$ cat src/rtl/packed_sprite_rle_decoder_defines.svh
// Assertion macros for the packed sprite run-length decoder.
`ifndef PACKED_SPRITE_RLE_DECODER_DEFINES_SVH
`define PACKED_SPRITE_RLE_DECODER_DEFINES_SVH

`ifndef SYNTHESIS
// Same-cycle implication, sampled on clk_i, off during reset.
`define PSRD_ASSERT_IMP(lbl, ante, cons, msg) \
  lbl: assert property (@(posedge clk_i) disable iff (!rst_ni) (ante) |-> (cons)) \
    else $error(msg);
// Next-cycle implication, sampled on clk_i, off during reset.
`define PSRD_ASSERT_NXT(lbl, ante, cons, msg) \
  lbl: assert property (@(posedge clk_i) disable iff (!rst_ni) (ante) |=> (cons)) \
    else $error(msg);
`else
`define PSRD_ASSERT_IMP(lbl, ante, cons, msg)
`define PSRD_ASSERT_NXT(lbl, ante, cons, msg)
`endif

`endif

$ cat src/rtl/psrd_pkg.sv
// Shared types and constants of the packed sprite run-length decoder.
package psrd_pkg;

  localparam int unsigned PALETTE_DEPTH_DEF = 256;
  localparam int unsigned IDX_W   = 8;
  localparam int unsigned COLOR_W = 32;
  localparam int unsigned RUN_W   = 6;

  // Request kinds on the input channel
  localparam logic CMD_STREAM  = 1'b0;
  localparam logic CMD_PALETTE = 1'b1;

  typedef enum logic [1:0] {
    MODE_ZERO  = 2'd0,
    MODE_INDEX = 2'd1,
    MODE_PAIR  = 2'd2,
    MODE_ALPHA = 2'd3
  } run_mode_e;

  typedef enum logic [1:0] {
    ST_IDLE,
    ST_PIX,
    ST_ZERO
  } ctrl_state_e;

  // Controller to datapath
  typedef struct packed {
    logic do_write;
    logic do_header;
    logic do_hold;
    logic do_read;
    logic do_skip;
    logic emit;
    logic emit_zero;
  } psrd_cmd_t;

  // Datapath to controller
  typedef struct packed {
    logic      busy_left;
    logic      last;
    run_mode_e mode;
    logic      pair_phase;
    logic      hdr_count_zero;
    run_mode_e hdr_mode;
    logic      slot_free;
  } psrd_status_t;

endpackage

$ cat src/rtl/psrd_ctrl.sv
// Sequencing state machine of the packed sprite run-length decoder.
module psrd_ctrl (
  input  logic                  clk_i,
  input  logic                  rst_ni,
  input  logic                  in_valid_i,
  input  logic                  command_i,
  input  psrd_pkg::psrd_status_t status_i,
  output logic                  in_stall_o,
  output psrd_pkg::psrd_cmd_t    cmd_o
);
  import psrd_pkg::*;

  ctrl_state_e state_q, state_d;

  // Next state
  always_comb begin
    state_d = state_q;
    unique case (state_q)
      ST_IDLE: begin
        if (in_valid_i && (command_i == CMD_STREAM)) begin
          if (!status_i.busy_left) begin
            if (!status_i.hdr_count_zero && (status_i.hdr_mode == MODE_ZERO)) begin
              state_d = ST_ZERO;
            end
          end else begin
            unique case (status_i.mode) inside
              MODE_INDEX, MODE_ALPHA: state_d = ST_PIX;
              MODE_PAIR: begin
                if (status_i.pair_phase) state_d = ST_PIX;
              end
              default: state_d = ST_IDLE;
            endcase
          end
        end
      end
      ST_PIX: begin
        if (status_i.slot_free) state_d = ST_IDLE;
      end
      ST_ZERO: begin
        if (status_i.slot_free && status_i.last) state_d = ST_IDLE;
      end
      default: state_d = ST_IDLE;
    endcase
  end

  // Outputs
  always_comb begin
    cmd_o      = '0;
    in_stall_o = 1'b1;
    unique case (state_q)
      ST_IDLE: begin
        in_stall_o = 1'b0;
        if (in_valid_i) begin
          if (command_i == CMD_PALETTE) begin
            cmd_o.do_write = 1'b1;
          end else if (!status_i.busy_left) begin
            cmd_o.do_header = 1'b1;
          end else begin
            unique case (status_i.mode) inside
              MODE_INDEX, MODE_ALPHA: cmd_o.do_read = 1'b1;
              MODE_PAIR: begin
                if (status_i.pair_phase) cmd_o.do_read = 1'b1;
                else                     cmd_o.do_hold = 1'b1;
              end
              default: cmd_o.do_skip = 1'b1;
            endcase
          end
        end
      end
      ST_PIX:  cmd_o.emit      = status_i.slot_free;
      ST_ZERO: cmd_o.emit_zero = status_i.slot_free;
      default: cmd_o = '0;
    endcase
  end

  // State register
  always_ff @(posedge clk_i or negedge rst_ni) begin
    if (!rst_ni) begin
      state_q <= ST_IDLE;
    end else begin
      state_q <= state_d;
    end
  end

endmodule

$ cat config.mk
export PLATFORM = sky130hd
export DESIGN_NAME = psrd_ctrl
export DESIGN_NICKNAME = d
export VERILOG_FILES = /design/src/rtl/packed_sprite_rle_decoder_defines.svh /design/src/rtl/psrd_pkg.sv /design/src/rtl/psrd_ctrl.sv
export SDC_FILE = /design/constraint.sdc
export NUM_CORES = 1
export LEC_CHECK = 0
export BUFFER_PORTS_ARGS = -buffer_cell sky130_fd_sc_hd__buf_2
export CORE_AREA = 2 2 39 41
export DETAILED_ROUTE_END_ITERATION = 10
export DIE_AREA = 0 0 41 43
export PLACE_DENSITY = 0.45
export SLEW_MARGIN = 30
export SYNTH_ARGS = -nofsm -noshare
export SYNTH_HDL_FRONTEND = slang
export SYNTH_SLANG_ARGS = --single-unit
export TNS_END_PERCENT = 1
$ cat constraint.sdc
create_clock -name clk_i -period 1.2 [get_ports clk_i]
set_input_delay 0.18 -clock clk_i [delete_from_list [all_inputs] [get_ports clk_i]]
set_output_delay 0.18 -clock clk_i [all_outputs]
set_load 0.005 [all_outputs]
# [Yosys cells after proc, flatten, opt, wreduce, memory -nomap -nowiden]
# Cells that the tools add are included.
[totals] output_inout_bits=8 rom_bits=0 mem_bits_rw=0 latch_bits=0 elab_cells=43 mem_count=0 in_bits=13 regBits=2
[op_classes] div_mod_pow=0 bitwise_logic=1 n_lt_le_gt_ge=0 eq_ne=10 reduce_logical=9 addsub=0 n_mul=0 mux=22 shifts=0
[ops] operator="two-way mux 2 bit" n=6
[ops] operator="two-way mux 5 bit" n=2
[ops] operator="two-way mux 1 bit" n=9
[ops] operator="== test 2 bit, second input constant" n=3
[ops] operator="!= test 2 bit, second input constant" n=3
[ops] operator="one-hot mux 2 bit (3 select lines)" n=1
[ops] operator="AND reduction 5 bit" n=1
[ops] operator="== test 2 x 1 -> 1 bit, second input constant" n=2
[ops] operator="zero test 2 bit" n=2
[ops] operator="two-way mux 4 bit" n=1
[ops] operator="!= test 4 bit, second input constant" n=1
[ops] operator="one-hot mux 2 bit (2 select lines)" n=1
[ops] operator="logical AND 1 bit" n=3
[ops] operator="two-way mux 3 bit" n=1
[ops] operator="!= test 3 bit, second input constant" n=1
[ops] operator="OR reduction 3 bit" n=1
[ops] operator="one-hot mux 1 bit (2 select lines)" n=1
[ops] operator="OR reduction 2 bit" n=1
[ops] operator="zero test 1 bit" n=1
[ops] operator="inverter 1 bit" n=1

# [Longest topological paths before layout]
# Gate-level depths: netlist (run 1).
[logic_depth] word_depth=7 mapped_depth=3 depth_no_buf=3

# [Least setup slack after synthesis (run 1)]
# OpenSTA, ideal clock, no wires.
[synth_timing] kind="register to output" from="reg state_q[1]" to="out cmd_o[4] in the netlist's numbering" n_path_buf=0 t_arrival_ps=1067 stages_incl_launch_ff=4 slack_ps=-47 required_time_ps=1020 path_cell_list="dfrtp_1 nor4b_2 nand2_1 nor4b_2"
[synth_lines] item="start: declaration" line="psrd_ctrl.sv:13" text="ctrl_state_e state_q, state_d;"
[synth_lines] item="start signal: assignment" line="psrd_ctrl.sv:81" text="state_q <= state_d;"
[synth_lines] item="end: declaration" line="psrd_ctrl.sv:9" text="output psrd_pkg::psrd_cmd_t cmd_o"

==> flow_metrics.py, run 1 <==
metrics = {
    "drt": {
        "ant_nets": 0,
        "wl_per_cell_um": 8.738,
        "via_per_inst": 3.951,
        "vias": 241,
        "first_pass_iters": 2,
        "drt_wl_total_um": 533,
        "drc_errors": 0,
        "drt-initial-drc-count": 1,
    },
    "worst_hold_path": {
        "holdCritPathClass": "in2reg",
        "hold_depth": 2,
    },
    "global_route": {
        "grt_max_degree": 6,
        "overflow": 0,
        "grt_pass1_vias": 218,
        "grt_pass1_wl_um": 765,
        "grt_usage_pct": 6.928,
        "antenna_found_initial": 0,
    },
    "synthesis": {
        "ys_types": 13,
        "synth-simple-area-share_pct": 53.38,
        "synthTopCellsByArea": "dfrtp_1 (30%), nor4b_2 (18%), nand2_1 (6.8%)",
        "yosys_warnings": 0,
        "mappedNetlistArea_um2": 166.4,
        "synth_fa_ha_area_share_pct": 0,
        "synthCells": 19,
        "synth_top_cell_by_area": "dfrtp_1",
        "yosysTopAreaCellShare_pct": 30.08,
        "synth-xor-area-share_pct": 0,
        "synth_nets": 32,
        "synth_compound_area_share_pct": 14.29,
        "synth.area.mux_share_pct": 0,
        "avgSynthCellArea_um2": 8.758,
        "ys_seq_area_share_pct": 30.08,
        "yosys_register_bits": 2,
        "synth_top_family_by_area": "simple AND/OR/NAND/NOR gates",
    },
    "pwr": {
        "pwr-share-comb_pct": 28.9,
        "power_density_nw_per_um2": 835.5,
        "seqPwrFrac_pct": 24.6,
        "ir_worst_vdd_mv": 0.3417,
        "power_switching_mw": 0.07313,
        "leakage_nw": 0.1960,
        "swShare_pct": 23.79,
        "p_clk_share_pct": 46.5,
        "cell_internal_pwr_mw": 0.2342,
    },
    "sta": {
        "hold_viol": 0,
        "worst_slack_ns": -0.3445,
        "min_period_ns": 1.544,
        "min_period_over_period_pct": 128.7,
        "fmax_mhz": 647.5,
        "setup_tns_ns": -1.325,
        "setup_violations": 8,
        "finalClockSkew_ns": 0.001393,
        "slew_viol_final": 0,
        "tightest_slew_ns": 0.2266,
        "maxSlewHeadroom_pct": 84.83,
        "rsz0062_at_grt": "yes",
    },
    "placement": {
        "routabilityCongestion": 0.6232,
        "place_hpwl_um": 452.5,
        "numPortBuffers": 20,
        "place_inst": 57,
    },
    "cells_and_area": {
        "drive_above_1_share_pct": 75.56,
        "nets": 60,
        "n_antenna_cell": 0,
        "largest_reg_flops": 2,
        "regMostFlops": "state_q",
        "fill_cells": 161,
        "largestRegisters": "state_q: 2 flops",
        "multi_input_area_um2": 133.9,
        "fin_cells": 61,
        "seq_area_um2": 50.05,
        "syn2layout_area_growth_pct": 121.1,
        "fin_util_pct": 26.58,
    },
    "setup_path": {
        "path_class": "reg2out",
        "crit_fanout": 4,
        "cp.required_ns": 1.02,
        "rr_worst_depth": 3,
        "critPathLaunchType": "flip-flop",
        "arrival_ns": 1.36,
        "worstSetupEndpointType": "primary output",
    },
    "floorplan": {
        "num_rows": 14,
        "dieArea_um2": 1763,
        "start_util_pct": 12.03,
        "core_area_um2": 1384,
        "die_x_um": 41,
        "io_pins": 21,
        "die_h_um": 43,
    },
    "clocking": {
        "cts_buffers": 3,
        "cts_sinks": 2,
        "cts_tree": "done",
        "ctsRootBufferMaster": "clkbuf_4",
        "cts_buffer_depth": 2,
        "postCtsSetupBuffers": 0,
        "htree_num_levels": 1,
        "clkTransAtPathRegs_ns": 0.03,
        "clock_latency_ns": 0.22,
    },
    "job": {
        "cap_violations": 0,
    },
    "outcome": {
        "violations": "setup timing",
        "run_status": "finished, violations left",
    },
}
==> placed cells by master (no fill, tap or decap) <==
cell            n
buf_6           2
and3_2          1
or2_4           1
nor3_1          2
nand2_1         2
nor4b_2         1
buf_4           1
dfrtp_1         2
and2b_2         1
buf_2          19
a21oi_1         1
nor2_1          1
nor4b_4         1
dlygate4sd3_1   1
nand2_2         1
nor2_2          1
a32o_1          1
nor3b_2         1
o32ai_1         1
clkbuf_4        3
inv_4           1
==> logic make-up (layout without fill, tap and decap cells) <==
family,count (synthesis),count (layout)
AND/OR/NAND/NOR,13,13
AO/OA/AOI/OAI,3,3
flip-flops,2,2
buffers and inverters,1,27
==> path summary, 6_finish.rpt <==
kind / from / end / slack [ns]
setup / recovery: state_q[0] / cmd_o[4] / -0.34
hold / removal: status_i[0] / state_q[0] / 0.19
setup reg to reg: state_q[0] / state_q[1] / 0.13
hold reg to reg: state_q[1] / state_q[0] / 0.65
max in group asynchronous: rst_ni / state_q[1] / 0.83
min in group asynchronous: rst_ni / state_q[0] / 0.28
==> metal layers <==
layer	global-route usage, %	wire length (um)	vias to the layer above
met2	9.063	233	16
li1	-	-	123
met5	0	0	-
met3	3.141	91	0
met1	8.039	208	102
met4	6.000	0	0
==> synth_stat cells <==
cell,number
nand2_1,3
inv_1,1
and2b_2,1
nor3b_1,1
o32ai_1,1
nor2_1,2
dfrtp_1,2
a21oi_1,1
and3_2,1
nor4b_2,2
nor3_1,2
or2_2,1
a32o_1,1
==> critical path: stages, from the launching register on <==
cell,delay (ns)
dfrtp_1,0.39
nor4b_4,0.29
nand2_2,0.12
nor4b_2,0.20
buf_2,0.14
==> final cells by class <==
| cell class | instances | area share, % |
|---|---|---|
| repair buffers | 23 | 36.73 |
| multi-input cells | 16 | 36.39 |
| flip-flops and latches | 2 | 13.61 |
| clock buffers | 3 | 6.122 |
| well taps | 16 | 5.442 |
| inverters | 1 | 1.701 |
==> what timing repair did <==
action                                 4_1_cts  5_1_grt
setup endpoints to repair                    8        9
gates resized for setup                      5        4
endpoints found under the hold margin        2        0
hold buffers                                 1        0
pin swaps                                    3        2
==> through the flow <==
| step | worst slack, ns | instance area [um2] | hold WS (ns) | total power [mW] |
|---|---|---|---|---|
| after floorplan | -0.04719 | 166.4 | -0.1156 | 0.1013 |
| after global placement | -0.1606 | 301.5 | -0.03212 | 0.1451 |
| after detailed placement | -0.1786 | 301.5 | -0.03243 | 0.1458 |
| after CTS | -0.4162 | 347.8 | 0.1886 | 0.3071 |
| after global routing | -0.4625 | 367.9 | 0.2039 | 0.3330 |
| final | -0.3445 | 367.9 | 0.1911 | 0.3073 |
==> power groups by stage <==
stage	registers, mW	clock network [mW]	logic [mW]
5_1_grt	0.0759	0.159	0.0984
3_5_place_dp	0.0747	0	0.0710
3_3_place_gp	0.0747	0	0.0703
6_report	0.0755	0.143	0.0888
4_1_cts	0.0743	0.152	0.0805
2_1_floorplan	0.0754	0	0.0259
Note: power is estimated with default switching activity, not from simulation.
==> inputs of run 2 (changes only) <==
- SETUP_SLACK_MARGIN: not set -> 0.15
==> run 2 against run 1 <==
Against the previous run:
- the flow still finishes with violations (setup timing)
- die area did not move
- hold slack did not move
- global-route usage did not move
- clock power barely moved
- count of clock-buffer cells in the layout did not move
- core utilization did not move
- final area did not move
- sequential share of layout area did not move
- critical path type unchanged
- largest cell class unchanged
- highest routed layer unchanged
==> flow_metrics.py, run 2 (same netlist as run 1, synthesis figures left out) <==
metrics = {
    "outcome": {
        "run_status": "finished, violations left",
        "violations": "setup timing",
    },
    "floorplan": {
        "dieArea_um2": 1763,
        "die_x_um": 41,
        "start_util_pct": 12.03,
        "io_pins": 21,
        "num_rows": 14,
        "core_area_um2": 1384,
        "die_h_um": 43,
    },
    "sta": {
        "maxSlewHeadroom_pct": 84.83,
        "setup_violations": 8,
        "min_period_over_period_pct": 128.7,
        "slew_viol_final": 0,
        "rsz0062_at_grt": "yes",
        "tightest_slew_ns": 0.2266,
        "finalClockSkew_ns": 0.001393,
        "fmax_mhz": 647.5,
        "min_period_ns": 1.544,
        "worst_slack_ns": -0.3445,
        "hold_viol": 0,
        "whs_ns": 0.1911,
    },
    "placement": {
        "numPortBuffers": 20,
        "routabilityCongestion": 0.6232,
        "place_hpwl_um": 452.5,
        "place_area_um2": 301.5,
    },
    "cells_and_area": {
        "nets": 60,
        "final_common_cell": "buf_2",
        "largest_reg_flops": 2,
        "regMostFlops": "state_q",
        "syn2layout_area_growth_pct": 121.1,
        "largestRegisters": "state_q: 2 flops",
        "drive_above_1_share_pct": 75.56,
        "n_antenna_cell": 0,
        "final_cell_area_um2": 367.9,
        "mostFrequentLayoutCells": "buf_2 (19), clkbuf_4 (3)",
    },
    "global_route": {
        "grt_max_degree": 6,
        "grt_usage_pct": 6.928,
        "grt_pass1_vias": 218,
        "overflow": 0,
        "antenna_found_initial": 0,
        "grt_pass1_wl_um": 765,
    },
    "setup_path": {
        "slowest_stage": "dfrtp_1",
        "timing.critical_path.from": "state_q[0]",
        "timing.rr.start": "state_q[0]",
        "rr_worst_depth": 3,
        "cp.required_ns": 1.02,
        "crit_fanout": 4,
        "reg2reg_to": "state_q[1]",
        "worstSetupEndpointType": "primary output",
        "arrival_ns": 1.36,
        "critPathLaunchType": "flip-flop",
        "regToRegSetupSlack_ns": 0.13,
        "crit_chain": "nor4b_4 > nand2_2 > nor4b_2 > buf_2",
        "path_class": "reg2out",
        "crit_path_max_incr_delay_ns": 0.39,
    },
    "worst_hold_path": {
        "holdPathEnd": "state_q[0]",
        "hold_depth": 2,
        "hp-start": "status_i[0]",
        "holdCritPathClass": "in2reg",
    },
    "pwr": {
        "leakage_nw": 0.1960,
        "power_density_nw_per_um2": 835.5,
        "ir_worst_vdd_mv": 0.3417,
    },
    "drt": {
        "vias": 241,
        "drt_wl_total_um": 533,
        "drc_errors": 0,
        "first_pass_iters": 2,
        "ant_nets": 0,
        "wl_per_cell_um": 8.738,
        "drt-initial-drc-count": 1,
        "via_per_inst": 3.951,
    },
    "clocking": {
        "postCtsSetupBuffers": 0,
        "htree_num_levels": 1,
        "clkTransAtPathRegs_ns": 0.03,
        "cts_tree": "done",
        "ctsRootBufferMaster": "clkbuf_4",
        "cts_buffer_depth": 2,
        "clock_latency_ns": 0.22,
        "cts_buffers": 3,
        "cts_sinks": 2,
    },
    "job": {
        "cap_violations": 0,
    },
}
## run 2: cell counts in the layout (fill, tap and decap cells not counted)
Identical to the previous run, type by type.
## run 2: how the worst max path moves through the flow
stage,cells past startpoint,endpoint
5_1_grt,4,cmd_o[4]
2_1_floorplan,3,cmd_o[4]
3_3_place_gp,4,cmd_o[4]
6_report,4,cmd_o[4]
3_5_place_dp,4,cmd_o[4]
4_1_cts,4,cmd_o[4]
## run 2: area by class of cell
type / count / area, um2
tap: 16 / 20.02
timing repair buffer: 23 / 135.1
sequential: 2 / 50.05
clock buffer: 3 / 22.52
inverter: 1 / 6.256
fill: 161 / 1016
multi-input combinational: 16 / 133.9
## run 2: critical path: cells and delay by family, from the launching register on
family	cells	cell delay (ns)
AND/OR/NAND/NOR	3	0.61
flip-flops	1	0.39
buffers and inverters	1	0.14
## run 2: power by group
group          total [mW]  internal [mW]  switching, mW
registers          0.0755         0.0717        0.00384
clock network       0.143          0.110         0.0331
logic              0.0888         0.0527         0.0362
total               0.307          0.234         0.0731
## run 2: stage by stage
stage	setup WS, ns	utilization, %	setup TNS (ns)	total power [mW]	cells
floorplan	-0.04719	-	-0.04719	0.1013	19
global placement	-0.1606	21.79	-0.2866	0.1451	57
detailed placement	-0.1786	21.79	-0.3188	0.1458	57
CTS	-0.4162	25.14	-1.520	0.3071	61
global route	-0.4625	26.58	-1.909	0.3330	61
finish	-0.3445	26.58	-1.325	0.3073	61
## run 2: layer usage
| metal | share of wire (%) | track usage (%) | wire length, um | vias to the layer above |
|---|---|---|---|---|
| met2 | 44 | 9.063 | 233 | 16 |
| met1 | 39 | 8.039 | 208 | 102 |
| met4 | 0 | 6.000 | 0 | 0 |
| met3 | 17 | 3.141 | 91 | 0 |
| met5 | 0 | 0 | 0 | - |
| li1 | - | - | - | 123 |
## run 2: what timing repair did
action                     in CTS  in global routing
setup endpoints to repair      10                 10
pin swaps                       3                  2
hold buffers                    1                  0
resized for setup               5                  4
hold endpoints to repair        2                  0
==> inputs of run 3 (changes only) <==
--- a/config.mk
+++ b/config.mk
@@ -12,3 +12,2 @@
 export PLACE_DENSITY = 0.45
-export SETUP_SLACK_MARGIN = 0.15
 export SLEW_MARGIN = 30
==> constraint.sdc (replaced) <==
create_clock -name clk_i -period 1.2 [get_ports clk_i]
set_input_delay 0.06 -clock clk_i [delete_from_list [all_inputs] [get_ports clk_i]]
set_output_delay 0.06 -clock clk_i [all_outputs]
set_load 0.005 [all_outputs]
==> run 3 against run 2 <==
Against the previous run:
- sequential cell count unchanged
- non-clock buffer count unchanged
- final cell count is the same
- hold slack lost 0.12 ns
- the flow still finishes with violations (setup timing)
- maximum frequency up 6.1%
- critical path type unchanged
- final area is 5.1% lower
- sequential power is 2% lower
- sequential share of layout area grew 0.73 points
- core utilization shrank 1.4 points
==> flow_metrics.py, run 3 (same netlist as run 1, synthesis figures left out) <==
metrics = {
    "outcome": {
        "run_status": "finished, violations left",
        "violations": "setup timing",
    },
    "setup_path": {
        "path_class": "reg2out",
        "path_buf_inv": 1,
        "slowest_stage": "dfrtp_1",
        "crit_path_max_incr_delay_ns": 0.37,
        "crit_chain": "nor4b_2 > nand2_1 > nor4b_2 > buf_2",
        "arrival_ns": 1.39,
        "cp.required_ns": 1.14,
        "critPathLaunchType": "flip-flop",
        "crit_family": "simple AND/OR/NAND/NOR gates",
        "cpMostUsedCell": "nor4b_2",
        "worstSetupEndpointType": "primary output",
        "crit_fanout": 4,
    },
    "cells_and_area": {
        "n_antenna_cell": 0,
        "syn2layout_area_growth_pct": 109.8,
        "largest_reg_flops": 2,
        "final_common_cell": "buf_2",
        "drive_above_1_share_pct": 71.11,
        "mostFrequentLayoutCells": "buf_2 (19), nand2_1 (3), clkbuf_4 (3)",
        "nets": 60,
        "seq_area_um2": 50.05,
        "multi_input_area_um2": 117.6,
        "regMostFlops": "state_q",
        "fill_cells": 167,
        "largestRegisters": "state_q: 2 flops",
        "final_cell_area_um2": 349.1,
    },
    "clocking": {
        "cts_sinks": 2,
        "htree_num_levels": 1,
        "cts_tree": "done",
        "cts_buffer_depth": 2,
        "ctsRootBufferMaster": "clkbuf_4",
        "clock_latency_ns": 0.22,
        "clkTransAtPathRegs_ns": 0.03,
        "cts_buffers": 3,
    },
    "floorplan": {
        "die_h_um": 43,
        "num_rows": 14,
        "start_util_pct": 12.03,
        "core_area_um2": 1384,
        "dieArea_um2": 1763,
        "die_x_um": 41,
        "io_pins": 21,
    },
    "sta": {
        "finalClockSkew_ns": 0.0004258,
        "setup_violations": 5,
        "fmax_mhz": 687.3,
        "worst_slack_ns": -0.2550,
        "tightest_slew_ns": 0.2389,
        "whs_ns": 0.06885,
        "hold_viol": 0,
        "min_period_ns": 1.455,
        "maxSlewHeadroom_pct": 84.03,
        "min_period_over_period_pct": 121.2,
        "slew_viol_final": 0,
        "rsz0062_at_grt": "yes",
    },
    "drt": {
        "wl_per_cell_um": 8.361,
        "drt-initial-drc-count": 2,
        "drc_errors": 0,
        "vias": 243,
        "ant_nets": 0,
        "first_pass_iters": 4,
        "via_per_inst": 3.984,
        "drt_wl_total_um": 510,
    },
    "global_route": {
        "grt_usage_pct": 6.124,
        "grt_pass1_vias": 195,
        "grt_max_degree": 6,
        "antenna_found_initial": 0,
        "grt_pass1_wl_um": 690,
        "overflow": 0,
    },
    "placement": {
        "routabilityCongestion": 0.5931,
        "place_area_um2": 301.5,
        "place_hpwl_um": 440.8,
        "numPortBuffers": 20,
    },
    "pwr": {
        "ir_worst_vdd_mv": 0.3397,
        "leakage_nw": 0.1876,
        "power_density_nw_per_um2": 854.8,
    },
    "job": {
        "cap_violations": 0,
    },
    "worst_hold_path": {
        "holdCritPathClass": "in2reg",
    },
}
run 3: changes by cell type in the layout (fill, tap and decap cells not counted):
cell and delta:
nor3b_2 -1, nor3b_1 +1, nand2_2 -1, nor4b_4 -1
inv_2 +1, nand2_1 +1, inv_4 -1, nor4b_2 +1
run 3: metrics by stage:
stage | instances | util [%] | setup slack, ns | power, mW | TNS, ns
2_1_floorplan | 19 | - | 0.07281 | 0.1013 | 0
3_3_place_gp | 57 | 21.79 | -0.03751 | 0.1450 | -0.03751
3_5_place_dp | 57 | 21.79 | -0.04993 | 0.1452 | -0.04993
4_1_cts | 61 | 24.59 | -0.2854 | 0.3050 | -0.7097
5_1_grt | 61 | 25.23 | -0.3531 | 0.3259 | -1.048
6_report | 61 | 25.23 | -0.2550 | 0.2984 | -0.5772
run 3: final cells by class:
| class | instances | share of cell area [%] |
|---|---|---|
| clock buffers | 3 | 6.452 |
| flip-flops and latches | 2 | 14.34 |
| inverters | 1 | 1.075 |
| multi-input cells | 16 | 33.69 |
| repair buffers | 23 | 38.71 |
| well taps | 16 | 5.735 |
run 3: what timing repair did:
| action | 4_1_cts | 5_1_grt |
|---|---|---|
| hold buffers | 1 | 0 |
| gates resized for setup | 2 | 3 |
| pin swaps | 5 | 1 |
| setup buffers | 0 | 0 |
| endpoints found under the hold margin | 2 | 0 |
| setup endpoints to repair | 6 | 6 |
run 3: worst paths after layout:
kind | depth (start not counted) | from | end | slack (ns)
worst min-delay path | 2 | status_i[0] | state_q[0] | 0.07
worst max register to register | 3 | state_q[0] | state_q[0] | 0.13
max in group asynchronous | 2 | rst_ni | state_q[1] | 0.95
worst min register to register | 2 | state_q[1] | state_q[0] | 0.61
min in group asynchronous | 2 | rst_ni | state_q[0] | 0.16
worst max-delay path | 4 | state_q[0] | cmd_o[4] | -0.25
run 3: metal layers:
metal | share of wire [%] | track usage [%]
met5 | 0 | 0
met4 | 0 | 6.000
met3 | 17 | 3.141
met2 | 46 | 7.813
met1 | 37 | 6.752
run 3: report_power, final:
part | switching (mW) | internal [mW] | leakage (nW)
registers | 0.00252 | 0.0716 | 0.0273
logic | 0.0323 | 0.0466 | 0.147
clock network | 0.0352 | 0.110 | 0.0138
total | 0.0700 | 0.228 | 0.188
